**src/rtl/pps_pkg.sv**
```systemverilog
// Shared constants, opcode and command codes, and controller/datapath
// interface types for the pin pattern sequencer. No dependencies.
package pps_pkg;

    // Sizing
    localparam int PROG_DEPTH       = 32;   // program entries, 2..256
    localparam int PORT_WIDTH       = 16;   // driven pins, 1..32
    localparam int MAX_OPS_PER_TICK = 8;    // op budget per tick, 1..64

    localparam int PC_W       = $clog2(PROG_DEPTH);
    localparam bit DEPTH_POW2 = ((PROG_DEPTH & (PROG_DEPTH - 1)) == 0);
    localparam int OPS_W      = $clog2(MAX_OPS_PER_TICK + 1);

    // Field widths on the stream ports
    localparam int CMD_W  = 2;
    localparam int IDX_W  = 5;
    localparam int OPC_W  = 3;
    localparam int VAL_W  = 32;
    localparam int PV_W   = 16;
    localparam int PCO_W  = 5;

    localparam int S_TUSER_W  = CMD_W;
    localparam int S_TDATA_W  = 40;                       // 5 + 3 + 32
    localparam int M_TDATA_W  = 24;                       // 16 + 1 + 5, padded
    localparam int M_PAD_W    = M_TDATA_W - PV_W - 1 - PCO_W;

    localparam int INSTR_W    = OPC_W + VAL_W;

    // Index reduction for a depth that is not a power of two:
    // byte fold with constant weights, then exact reciprocal multiply
    localparam int MOD_SUM_W  = 18;                       // fold sum < 2^18
    localparam int MOD_K      = MOD_SUM_W + 8;            // exact for depth <= 256
    localparam int MOD_PROD_W = MOD_SUM_W + MOD_K;
    localparam longint unsigned MOD_M =
        ((64'd1 << MOD_K) + 64'(PROG_DEPTH) - 64'd1) / 64'(PROG_DEPTH);
    localparam int MOD_C1     = (1 << 8) % PROG_DEPTH;
    localparam int MOD_C2     = (1 << 16) % PROG_DEPTH;
    localparam int MOD_C3     = (1 << 24) % PROG_DEPTH;
    localparam int MOD_STAGES = 3;
    localparam int MOD_CNT_W  = 2;

    // Commands
    localparam logic [CMD_W-1:0] CMD_LOAD  = 2'd0;
    localparam logic [CMD_W-1:0] CMD_START = 2'd1;
    localparam logic [CMD_W-1:0] CMD_TICK  = 2'd2;

    // Opcodes
    localparam logic [OPC_W-1:0] OP_SLEEP = 3'd0;
    localparam logic [OPC_W-1:0] OP_GOTO  = 3'd1;
    localparam logic [OPC_W-1:0] OP_STOP  = 3'd2;
    localparam logic [OPC_W-1:0] OP_CLEAR = 3'd3;
    localparam logic [OPC_W-1:0] OP_SET   = 3'd4;

    // Controller to datapath
    typedef struct packed {
        logic take_in;       // capture the accepted input item
        logic mod_start;     // start index reduction
        logic mod_sel_val;   // reduce the op value (else the entry index)
        logic mem_we;        // write program entry at reduced index
        logic start_apply;   // pc from reduced index, set run, clear sleep
        logic sleep_dec;     // count down the sleep timer
        logic exec_step;     // execute sleep/clear/set/unknown op, advance pc
        logic stop;          // clear the run flag
        logic pc_from_mod;   // pc from reduced goto target
        logic out_load;      // capture status into the output register
    } t_dp_cmd;

    // Datapath to controller
    typedef struct packed {
        logic [CMD_W-1:0] cmd;
        logic             run;
        logic             sleep_nz;
        logic             sleep_one;
        logic [OPC_W-1:0] op;
        logic             val_nz;
        logic             mod_done;
        logic             out_free;
    } t_dp_status;

endpackage

```
**src/rtl/pps_ram.sv**
```systemverilog
// Generic single-write, single-read RAM with registered read data.
// No dependencies.
module pps_ram #(
    parameter int WIDTH = 8,
    parameter int DEPTH = 16
) (
    input  logic                     i_clk,
    input  logic                     i_we,
    input  logic [$clog2(DEPTH)-1:0] i_waddr,
    input  logic [WIDTH-1:0]         i_wdata,
    input  logic [$clog2(DEPTH)-1:0] i_raddr,
    output logic [WIDTH-1:0]         o_rdata
);

    logic [WIDTH-1:0] r_mem [DEPTH];
    logic [WIDTH-1:0] r_rdata;

    // Write port and registered read port
    always_ff @(posedge i_clk) begin
        if (i_we) begin
            r_mem[i_waddr] <= i_wdata;
        end
        r_rdata <= r_mem[i_raddr];
    end

    assign o_rdata = r_rdata;

endmodule

```
**src/rtl/pps_datapath.sv**
```systemverilog
// Sequencer datapath: input capture, program RAM, pc/sleep/port/run state,
// pipelined index reducer and output register. Depends on pps_pkg, pps_ram.
module pps_datapath (
    input  logic                       i_clk,
    input  logic                       i_rst_n,
    input  pps_pkg::t_dp_cmd           i_cmd,
    output pps_pkg::t_dp_status        o_status,
    input  logic [pps_pkg::S_TDATA_W-1:0] i_tdata,
    input  logic [pps_pkg::S_TUSER_W-1:0] i_tuser,
    input  logic                       i_m_tready,
    output logic                       o_m_tvalid,
    output logic [pps_pkg::M_TDATA_W-1:0] o_m_tdata
);
    import pps_pkg::*;

    // Captured input item
    logic [CMD_W-1:0] r_cmd;
    logic [IDX_W-1:0] r_idx;
    logic [OPC_W-1:0] r_opc;
    logic [VAL_W-1:0] r_val;

    // Architectural state
    logic [PC_W-1:0]       r_pc,    n_pc;
    logic [VAL_W-1:0]      r_sleep, n_sleep;
    logic [PORT_WIDTH-1:0] r_port,  n_port;
    logic                  r_run,   n_run;

    // Reducer
    logic [VAL_W-1:0]      r_mod_src;
    logic [PC_W-1:0]       r_mod_acc;
    logic [MOD_CNT_W-1:0]  r_mod_cnt;
    logic [MOD_SUM_W-1:0]  r_mod_sum;
    logic [MOD_SUM_W-1:0]  r_mod_q;
    logic [MOD_SUM_W-1:0]  mod_sum;
    logic [MOD_PROD_W-1:0] mod_prod;
    logic [MOD_SUM_W-1:0]  mod_rem;
    logic [PC_W-1:0]       mod_result;

    // Output register
    logic                 r_out_valid;
    logic [M_TDATA_W-1:0] r_out_data;

    logic [INSTR_W-1:0] ram_rdata;
    logic [OPC_W-1:0]   ram_op;
    logic [VAL_W-1:0]   ram_val;
    logic [PC_W-1:0]    pc_inc;

    // Capture the item on transfer
    always_ff @(posedge i_clk) begin
        if (i_cmd.take_in) begin
            r_cmd <= i_tuser;
            r_idx <= i_tdata[IDX_W-1:0];
            r_opc <= i_tdata[IDX_W +: OPC_W];
            r_val <= i_tdata[IDX_W + OPC_W +: VAL_W];
        end
    end

    // Program memory: written at the reduced index, read at pc
    pps_ram #(
        .WIDTH (INSTR_W),
        .DEPTH (PROG_DEPTH)
    ) u_prog_ram (
        .i_clk   (i_clk),
        .i_we    (i_cmd.mem_we),
        .i_waddr (mod_result),
        .i_wdata ({r_opc, r_val}),
        .i_raddr (r_pc),
        .o_rdata (ram_rdata)
    );

    assign ram_op  = ram_rdata[INSTR_W-1 -: OPC_W];
    assign ram_val = ram_rdata[VAL_W-1:0];

    // Modulo by PROG_DEPTH in three stages: byte fold with weights
    // 256^i mod depth, quotient by reciprocal multiply, then remainder;
    // a power-of-two depth just takes the low bits
    assign mod_sum = MOD_SUM_W'(r_mod_src[7:0])
                   + MOD_SUM_W'(r_mod_src[15:8])  * MOD_SUM_W'(MOD_C1)
                   + MOD_SUM_W'(r_mod_src[23:16]) * MOD_SUM_W'(MOD_C2)
                   + MOD_SUM_W'(r_mod_src[31:24]) * MOD_SUM_W'(MOD_C3);
    assign mod_prod   = MOD_PROD_W'(r_mod_sum) * MOD_PROD_W'(MOD_M);
    assign mod_rem    = r_mod_sum - r_mod_q * MOD_SUM_W'(PROG_DEPTH);
    assign mod_result = DEPTH_POW2 ? r_mod_src[PC_W-1:0] : r_mod_acc;

    always_ff @(posedge i_clk) begin
        if (!i_rst_n) begin
            r_mod_cnt <= '0;
        end else if (i_cmd.mod_start) begin
            r_mod_cnt <= DEPTH_POW2 ? '0 : MOD_CNT_W'(MOD_STAGES);
        end else if (r_mod_cnt != '0) begin
            r_mod_cnt <= r_mod_cnt - 1'b1;
        end
    end

    // Source holds until the next start, so the stages settle in turn
    always_ff @(posedge i_clk) begin
        if (i_cmd.mod_start) begin
            r_mod_src <= i_cmd.mod_sel_val ? ram_val : VAL_W'(r_idx);
        end
        r_mod_sum <= mod_sum;
        r_mod_q   <= mod_prod[MOD_K +: MOD_SUM_W];
        r_mod_acc <= mod_rem[PC_W-1:0];
    end

    // pc + 1 wrapping at the program depth
    assign pc_inc = (r_pc == PC_W'(PROG_DEPTH - 1)) ? '0 : r_pc + 1'b1;

    // Next architectural state
    always_comb begin
        n_pc    = r_pc;
        n_sleep = r_sleep;
        n_port  = r_port;
        n_run   = r_run;
        if (i_cmd.start_apply) begin
            n_pc    = mod_result;
            n_run   = 1'b1;
            n_sleep = '0;
        end
        if (i_cmd.sleep_dec) begin
            n_sleep = r_sleep - 1'b1;
        end
        if (i_cmd.exec_step) begin
            n_pc = pc_inc;
            case (ram_op)
                OP_SET:   n_port = r_port | ram_val[PORT_WIDTH-1:0];
                OP_CLEAR: n_port = r_port & ~ram_val[PORT_WIDTH-1:0];
                OP_SLEEP: begin
                    if (ram_val != '0) begin
                        n_sleep = ram_val;
                    end
                end
                default:  n_port = r_port;
            endcase
        end
        if (i_cmd.stop) begin
            n_run = 1'b0;
        end
        if (i_cmd.pc_from_mod) begin
            n_pc = mod_result;
        end
    end

    always_ff @(posedge i_clk) begin
        if (!i_rst_n) begin
            r_pc    <= '0;
            r_sleep <= '0;
            r_port  <= '0;
            r_run   <= 1'b0;
        end else begin
            r_pc    <= n_pc;
            r_sleep <= n_sleep;
            r_port  <= n_port;
            r_run   <= n_run;
        end
    end

    // Output register: holds a result until its transfer
    always_ff @(posedge i_clk) begin
        if (!i_rst_n) begin
            r_out_valid <= 1'b0;
        end else if (i_cmd.out_load) begin
            r_out_valid <= 1'b1;
        end else if (i_m_tready) begin
            r_out_valid <= 1'b0;
        end
    end

    always_ff @(posedge i_clk) begin
        if (i_cmd.out_load) begin
            r_out_data <= {M_PAD_W'(0), PCO_W'(r_pc), r_run, PV_W'(r_port)};
        end
    end

    assign o_m_tvalid = r_out_valid;
    assign o_m_tdata  = r_out_data;

    // Status to the controller
    assign o_status.cmd       = r_cmd;
    assign o_status.run       = r_run;
    assign o_status.sleep_nz  = (r_sleep != '0);
    assign o_status.sleep_one = (r_sleep == VAL_W'(1));
    assign o_status.op        = ram_op;
    assign o_status.val_nz    = (ram_val != '0);
    assign o_status.mod_done  = (r_mod_cnt == '0);
    assign o_status.out_free  = !r_out_valid || i_m_tready;

endmodule

```
**src/rtl/pps_ctrl.sv**
```systemverilog
// Sequencer controller: state machine that walks each item through load,
// start or tick execution and issues datapath commands. Depends on pps_pkg.
module pps_ctrl (
    input  logic                i_clk,
    input  logic                i_rst_n,
    input  logic                i_s_tvalid,
    output logic                o_s_tready,
    input  pps_pkg::t_dp_status i_status,
    output pps_pkg::t_dp_cmd    o_cmd
);
    import pps_pkg::*;

    localparam logic [2:0] S_IDLE     = 3'd0;
    localparam logic [2:0] S_DISPATCH = 3'd1;
    localparam logic [2:0] S_MOD_IDX  = 3'd2;
    localparam logic [2:0] S_EXEC_RD  = 3'd3;
    localparam logic [2:0] S_EXEC_OP  = 3'd4;
    localparam logic [2:0] S_MOD_GOTO = 3'd5;
    localparam logic [2:0] S_RESULT   = 3'd6;

    logic [2:0]       r_state, n_state;
    logic [OPS_W-1:0] r_ops,   n_ops;

    assign o_s_tready = (r_state == S_IDLE);

    // Next state and commands
    always_comb begin
        n_state = r_state;
        n_ops   = r_ops;
        o_cmd   = '0;
        case (r_state)
            S_IDLE: begin
                if (i_s_tvalid) begin
                    o_cmd.take_in = 1'b1;
                    n_state       = S_DISPATCH;
                end
            end
            S_DISPATCH: begin
                n_ops = '0;
                case (i_status.cmd)
                    CMD_LOAD, CMD_START: begin
                        o_cmd.mod_start = 1'b1;
                        n_state         = S_MOD_IDX;
                    end
                    CMD_TICK: begin
                        if (!i_status.run) begin
                            n_state = S_RESULT;
                        end else if (i_status.sleep_nz) begin
                            o_cmd.sleep_dec = 1'b1;
                            n_state = i_status.sleep_one ? S_EXEC_RD : S_RESULT;
                        end else begin
                            n_state = S_EXEC_RD;
                        end
                    end
                    default: n_state = S_RESULT;
                endcase
            end
            S_MOD_IDX: begin
                if (i_status.mod_done) begin
                    if (i_status.cmd == CMD_LOAD) begin
                        o_cmd.mem_we = 1'b1;
                    end else begin
                        o_cmd.start_apply = 1'b1;
                    end
                    n_state = S_RESULT;
                end
            end
            // RAM read of the entry at pc lands next cycle
            S_EXEC_RD: begin
                n_state = S_EXEC_OP;
            end
            S_EXEC_OP: begin
                n_ops = r_ops + 1'b1;
                case (i_status.op)
                    OP_GOTO: begin
                        o_cmd.mod_start   = 1'b1;
                        o_cmd.mod_sel_val = 1'b1;
                        n_state           = S_MOD_GOTO;
                    end
                    OP_STOP: begin
                        o_cmd.stop = 1'b1;
                        n_state    = S_RESULT;
                    end
                    default: begin
                        o_cmd.exec_step = 1'b1;
                        if ((i_status.op == OP_SLEEP && i_status.val_nz)
                            || r_ops == OPS_W'(MAX_OPS_PER_TICK - 1)) begin
                            n_state = S_RESULT;
                        end else begin
                            n_state = S_EXEC_RD;
                        end
                    end
                endcase
            end
            S_MOD_GOTO: begin
                if (i_status.mod_done) begin
                    o_cmd.pc_from_mod = 1'b1;
                    n_state = (r_ops == OPS_W'(MAX_OPS_PER_TICK)) ? S_RESULT : S_EXEC_RD;
                end
            end
            S_RESULT: begin
                if (i_status.out_free) begin
                    o_cmd.out_load = 1'b1;
                    n_state        = S_IDLE;
                end
            end
            default: n_state = S_IDLE;
        endcase
    end

    always_ff @(posedge i_clk) begin
        if (!i_rst_n) begin
            r_state <= S_IDLE;
            r_ops   <= '0;
        end else begin
            r_state <= n_state;
            r_ops   <= n_ops;
        end
    end

endmodule

```
**src/rtl/pin_pattern_sequencer_core.sv**
```systemverilog
// Top level of the pin pattern sequencer: stream ports, controller and
// datapath. Depends on pps_pkg, pps_ctrl, pps_datapath (and pps_ram).

// Pin pattern sequencer. Each input transfer carries a command in tuser:
// load writes {op_code, op_value} to program entry entry_index, start sets
// pc to entry_index and begins running, tick runs the stored program for
// one time step (up to MAX_OPS_PER_TICK ops). Every item returns exactly
// one result with the pin levels, the run flag and the next pc. One item
// is handled at a time; the finished result sits in an output register so
// the next item can be accepted while it waits. Every op waits for the
// registered read of the program RAM, which has one write and one read
// port. With a depth that is not a power of two, each entry index or GOTO
// target is reduced by a three-stage fold and reciprocal-multiply unit.
// The program RAM has no reset: run only entries that were loaded.
module pin_pattern_sequencer_core (
    input  logic                           i_clk,
    input  logic                           i_rst_n,
    // Input stream
    input  logic                           s_axis_tvalid,
    output logic                           s_axis_tready,
    // tdata: entry_index[4:0], op_code[7:5], op_value[39:8]
    input  logic [pps_pkg::S_TDATA_W-1:0]  s_axis_tdata,
    // tuser: cmd[1:0]
    input  logic [pps_pkg::S_TUSER_W-1:0]  s_axis_tuser,
    // Output stream
    output logic                           m_axis_tvalid,
    input  logic                           m_axis_tready,
    // tdata: port_value[15:0], running[16], program_counter[21:17], zero[23:22]
    output logic [pps_pkg::M_TDATA_W-1:0]  m_axis_tdata
);
    import pps_pkg::*;

    t_dp_cmd    dp_cmd;
    t_dp_status dp_status;

    pps_ctrl u_ctrl (
        .i_clk      (i_clk),
        .i_rst_n    (i_rst_n),
        .i_s_tvalid (s_axis_tvalid),
        .o_s_tready (s_axis_tready),
        .i_status   (dp_status),
        .o_cmd      (dp_cmd)
    );

    pps_datapath u_datapath (
        .i_clk      (i_clk),
        .i_rst_n    (i_rst_n),
        .i_cmd      (dp_cmd),
        .o_status   (dp_status),
        .i_tdata    (s_axis_tdata),
        .i_tuser    (s_axis_tuser),
        .i_m_tready (m_axis_tready),
        .o_m_tvalid (m_axis_tvalid),
        .o_m_tdata  (m_axis_tdata)
    );

endmodule

```
**config.mk**
```make
export PLATFORM = sky130hd
export DESIGN_NAME = pin_pattern_sequencer_core
export DESIGN_NICKNAME = d
export VERILOG_FILES = /design/src/rtl/pps_pkg.sv /design/src/rtl/pps_ram.sv /design/src/rtl/pps_datapath.sv /design/src/rtl/pps_ctrl.sv /design/src/rtl/pin_pattern_sequencer_core.sv
export SDC_FILE = /design/constraint.sdc
export NUM_CORES = 1
export LEC_CHECK = 0
export ABC_AREA = 1
export BUFFER_PORTS_ARGS = -buffer_cell sky130_fd_sc_hd__buf_4
export CORE_UTILIZATION = 47
export DETAILED_ROUTE_END_ITERATION = 6
export GPL_TIMING_DRIVEN = 0
export PLACE_DENSITY = 0.61
export SLEW_MARGIN = 20
export SYNTH_ARGS = -nofsm -noshare
export SYNTH_HDL_FRONTEND = slang
export SYNTH_HIERARCHICAL = 1
export SYNTH_SLANG_ARGS = --single-unit
```
**constraint.sdc**
```tcl
create_clock -name i_clk -period 9.51 [get_ports i_clk]
set_input_delay 2.3775 -clock i_clk [delete_from_list [all_inputs] [get_ports i_clk]]
set_output_delay 2.3775 -clock i_clk [all_outputs]
set_load 0.005 [all_outputs]
```
# After elaboration in Yosys (flattened, before gate mapping)
# Memories as Yosys holds them, arrays and structs flattened. A register that Yosys moved wholly into a read port is not among the register bits.
# Cells that the tools add are included.
[totals]
memories = 1
mem_bits_ro = 0
in_bits = 46
register_bits = 133
word_cells = 113
latch_bits = 0
ram_bits = 1120
out_inout_bits = 26
[op_classes]
order_cmp = 0
n_mul = 0
n_bitwise = 4
add_sub_neg = 4
n_eq_ne = 20
shift = 0
muxes = 49
div_mod_pow = 0
reduce_logical = 21
[mem_list]
columns = ["name", "depth", "word_bits", "rd", "rd_clocked_by_memory_dff", "write_ports", "line", "text"]
rows = [
  ["u_datapath.u_prog_ram.r_mem", 32, 35, 1, 1, 1, "pps_ram.sv:15", "logic [WIDTH-1:0] r_mem [DEPTH];"],
]
[ops]
columns = ["cell", "n"]
rows = [
  ["$mux 32", 5],
  ["$reduce_bool 32->1", 2],
  ["$eq 32x1->1 const B", 1],
  ["$pmux 16 s2", 1],
  ["$sub 32x1->32 const B", 1],
  ["$mux 3", 9],
  ["$mux 5", 5],
  ["$pmux 3 s7", 1],
  ["$mux 1", 20],
  ["$and 16x16->16", 1],
  ["$not 16->16", 1],
  ["$or 16x16->16", 1],
  ["$eq 3x2->1 const B", 4],
  ["$eq 3x3->1 const B", 4],
  ["$pmux 3 s2", 2],
  ["$mux 2", 4],
  ["$ne 2x2->1 const B", 4],
  ["$pmux 4 s2", 1],
  ["$reduce_bool 2->1", 4],
  ["$reduce_or 2->1", 4],
  ["$eq 3x1->1 const B", 2],
  ["$logic_not 3->1", 2],
  ["$add 5x1->5 const B", 1],
  ["$eq 5x5->1 const B", 1],
  ["15 further kinds", 17],
]

# Longest topological paths before layout
[depth]
ltp_word = 9
depth_mapped = 22
mapped_depth_nobuf = 21

# By module
# The synthesis kept the hierarchy.
[modules_own_cells]
columns = ["module", "seq_area_each_um2", "n_inst", "cells_per_inst", "area_each_um2"]
rows = [
  ["pps_ram", 34332.9, 1, 3862, 45861.5],
  ["pps_datapath", 3213.1, 1, 730, 6048.3],
  ["pps_ctrl", 140.1, 1, 105, 631.9],
]

# Worst setup path after synthesis
# OpenSTA, ideal clock, no wires.
[synth_path]
path_kind = "input port to flip-flop"
startpoint = "input port s_axis_tvalid"
endpoint = "register u_datapath.r_cmd[0], enable pin"
slack_ps = 4870
path_stages = 2
setup_ps = 441
t_required_ps = 9069
arrival_ps = 4199
path_buffers = 0
path_cell_list = "inv_1 > nor2_1"
[synth_rtl]
columns = ["item", "line", "text"]
rows = [
  ["from (decl)", "pin_pattern_sequencer_core.sv:19", "input logic s_axis_tvalid,"],
  ["to (signal assigned)", "pps_datapath.sv:51", "r_cmd <= i_tuser;"],
  ["to (decl)", "pps_datapath.sv:17", "logic [CMD_W-1:0] r_cmd;"],
]

# Final worst setup path
[layout_path]
startpoint = "register u_ctrl.r_state[2]"
endpoint = "output port s_axis_tready"
[layout_between]
elab_chain_cells = 1
[layout_lines]
columns = ["item", "line", "text"]
rows = [
  ["from (decl)", "pps_ctrl.sv:21", "logic [2:0] r_state, n_state;"],
  ["from (signal assigned)", "pps_ctrl.sv:116", "r_state <= n_state;"],
  ["$logic_not 3->1", "pps_ctrl.sv:24", "assign o_s_tready = (r_state == S_IDLE);"],
  ["to (decl)", "pin_pattern_sequencer_core.sv:20", "output logic s_axis_tready,"],
]
# Every way passes these cells.

==> metrics <==
Slew @ Worst Pin=0.912 ns; post-route ant nets=0; Pleak=around 23 nW; Final Slew Violations=0; Nets=just over 5000; TNS Setup=0 ns; Ports=72; core footprint=about 0.11 mm²; post-layout minimum cycle time=around 4 ns; Design Area, Final=about 0.06 mm²; power density over the cells=between 300 and 400 mW/mm²; Die H=between 300 and 400 µm; synth warn=6; max_cap viols=0; worst r2r src=u_datapath/r_mod_cnt[0]; post-synthesis cell type count=41; met3 Resource Use GR=5.08%; Starting Density=47.4%; Area contributors post-synth=edfxtp_1 (68%), nand2_1 (12%), nand3_1 (8.5%), dfxtp_1 (3.8%), buf_2 (1.4%); Total Die Area=approximately 0.11 mm²; Power, Total=around 19 mW; Final setup viols=0; Post-DP Area=between 0.05 and 0.06 mm²; CTS tree=yes; Root Buffer=clkbuf_16; reg2reg end=u_datapath/u_prog_ram/r_mem[10][25]; Register Area=between 0.03 and 0.04 mm²; Pre-Repair DR Iteration Count=6; vias=roughly 36000; GR met1 Demand/Resource=between 30% and 40%; port buffer count=approximately 70; Worst Hold Class=register to register; average vias per placed instance=about 5.5; total grt overflow=0; Reg2Reg Depth=7; Critical Path AT=1.59 ns; Skew-Pair Late Insertion Delay=between 0.7 and 0.8 ns; most frequent cells after synthesis=nand2_1 (1746), edfxtp_1 (1189), nand3_1 (897); Max clock buf depth=3; initial antenna violation count=5; CTS HTree Levels=4; vias in the first global route=between 30000 and 40000; dominant cell type by area after synthesis=edfxtp_1; clk slew on worst S/H paths=0.06 ns; multi-input logic area=0.0133 mm²; endpoints failing hold=0; Post-DP HPWL=about 100000 µm; reg2reg setup slack=5.70 ns; Routed WL=roughly 150000 µm; TritonCTS Sinks=~1300; fraction of registers with async set/reset=0%; Post-Syn Area=between 0.05 and 0.06 mm²; met2 Track Usage GR=between 40% and 50%; busiest grt layer=met2; Post-synth EDFFs=1189; largest net degree at the start of global routing=24; Mapped Cells=around 4700; top_reg_cell synth=edfxtp_1; worst clock skew=between 0.015 and 0.02 ns; fmax=between 200 and 300 MHz; hold path depth=0; GPL Wtd Cong=between 0.9 and 1; Crit path required time=around 7.1 ns; Seq/Total Area, Yosys=71.7%; most frequent cell after synthesis=nand2_1; Final Cycle Share=a little over two fifths; hold buffers post-CTS=0; WS Path Type=register to output port; #FFs+latches synth=roughly 1300; all-layer global routing usage=a little over a quarter; layout cells sized above 1=12.8%; CP endpoint kind=output port; Num CTS Buffers=roughly 140; Routed WL per cell=~23 µm; status=completed; Max Fanout on Critical Path=6; Worst slew margin=39.0%; Hold Crit Endpoint=u_datapath/o_m_tdata[9]; area share of the largest cell type after synthesis=approximately two thirds; global-route wire length before repair=roughly 220000 µm; post-CTS setup buffer count=0; worst IR drop on VDD=around 0.22 mV; row count=122; post_cts resized=0; DRT iter0 DRCs=around 4400; Area Overhead vs Synth=16.5%; fill count=a little over 9000; Startpoint Class=register; Die Wd=~340 µm; RSZ-0062 raised after global routing=false; syn_area_per_cell=about 11 µm²; Post-route DRC=0
[worst max-delay path: stages (launching register included)]
cell and delay [ns]:
dfxtp_1 0.45, inv_2 0.10, nand3_2 0.13, inv_2 0.05, buf_4 0.13
[final cells by class]
| class | count | area share (%) |
|---|---|---|
| inverter | 130 | 0.801 |
| clock inverter | 66 | 0.936 |
| multi-input combinational | 3022 | 21.7 |
| buffer | 258 | 2.17 |
| tap | 1488 | 3.04 |
| clock buffer | 177 | 6.26 |
| timing repair buffer | 154 | 3.48 |
| sequential | 1288 | 61.6 |
| antenna | 1 | 0.00409 |
[how the worst max path moves through the flow]
stage | start | endpoint
after floorplan | s_axis_tvalid | u_datapath/r_cmd[0]
after global routing | u_ctrl/r_state[2] | s_axis_tready
final | u_ctrl/r_state[2] | s_axis_tready
after detailed placement | s_axis_tvalid | u_datapath/r_val[30]
after global placement | u_datapath/r_mod_cnt[0] | u_datapath/u_prog_ram/r_mem[0][0]
after CTS | u_ctrl/r_state[2] | s_axis_tready
[cell families (layout without fill, tap and decap cells)]
group | Yosys count | count (layout) | synth area share (%)
compound gates | 124 | 124 | 1.24
fa+ha+maj | 7 | 7 | 0.167
xor+xnor | 1 | 1 | 0.0167
flops | 1288 | 1288 | 71.7
simple gates | 2886 | 2886 | 23.4
other cells | 1 | 3 | 0.00714
buf+inv | 388 | 785 | 3.46
mux | 2 | 2 | 0.0381
[cell usage in the layout, fill, tap and decap left out, types with 35 or more instances in the layout]
cell / synthesis / final
nand3_1: 897 / 897
clkbuf_16: 0 / 145
buf_4: 32 / 102
nor2_4: 10 / 43
nor2_1: 171 / 138
clkbuf_1: 53 / 75
buf_8: 0 / 36
inv_1: 102 / 102
edfxtp_1: 1189 / 1189
buf_2: 147 / 147
nand2_1: 1746 / 1746
a21oi_1: 56 / 56
o21ai_0: 35 / 35
dfxtp_1: 99 / 99
[stage by stage]
step	setup WS (ns)	instances	utilization (%)	hold WS (ns)
after global placement	3.43	6255	49.6	0.410
after detailed placement	5.74	6340	51.3	0.415
after floorplan	4.87	4698	-	0.403
after CTS	5.49	6583	55.2	0.429
after global routing	5.45	6583	55.2	0.452
final	5.54	6584	55.2	0.429
[metal layers]
layer | wire length [µm] | up-vias
met5 | 13 | -
met4 | 6430 | 2
met3 | 14000 | 313
met2 | 70500 | 1645
met1 | 62400 | 17500
li1 | - | 16800
[flip-flops by register name, summed over array words and instances, names as in the netlist, named ones only]
register,count
u_ctrl/r_ops,4
u_datapath/u_prog_ram/r_mem,1120
u_datapath/r_opc,3
u_datapath/r_run,1
u_datapath/r_pc,5
u_datapath/r_idx,5
u_datapath/r_mod_src,5
u_datapath/r_sleep,32
u_datapath/u_prog_ram/o_rdata,35
u_datapath/r_val,32
u_datapath/r_mod_cnt,2
u_ctrl/r_state,3
u_datapath/o_m_tdata,22
u_datapath/o_m_tvalid,1
u_datapath/r_cmd,2
[report_power, final]
group          switching [mW]  internal (mW)  leakage [nW]
sequential              0.375           6.75          11.5
combinational            5.02           1.73          9.18
clock                    2.17           3.06          2.16
total                    7.56           11.5          22.8
(Power assumes the default switching activity.)
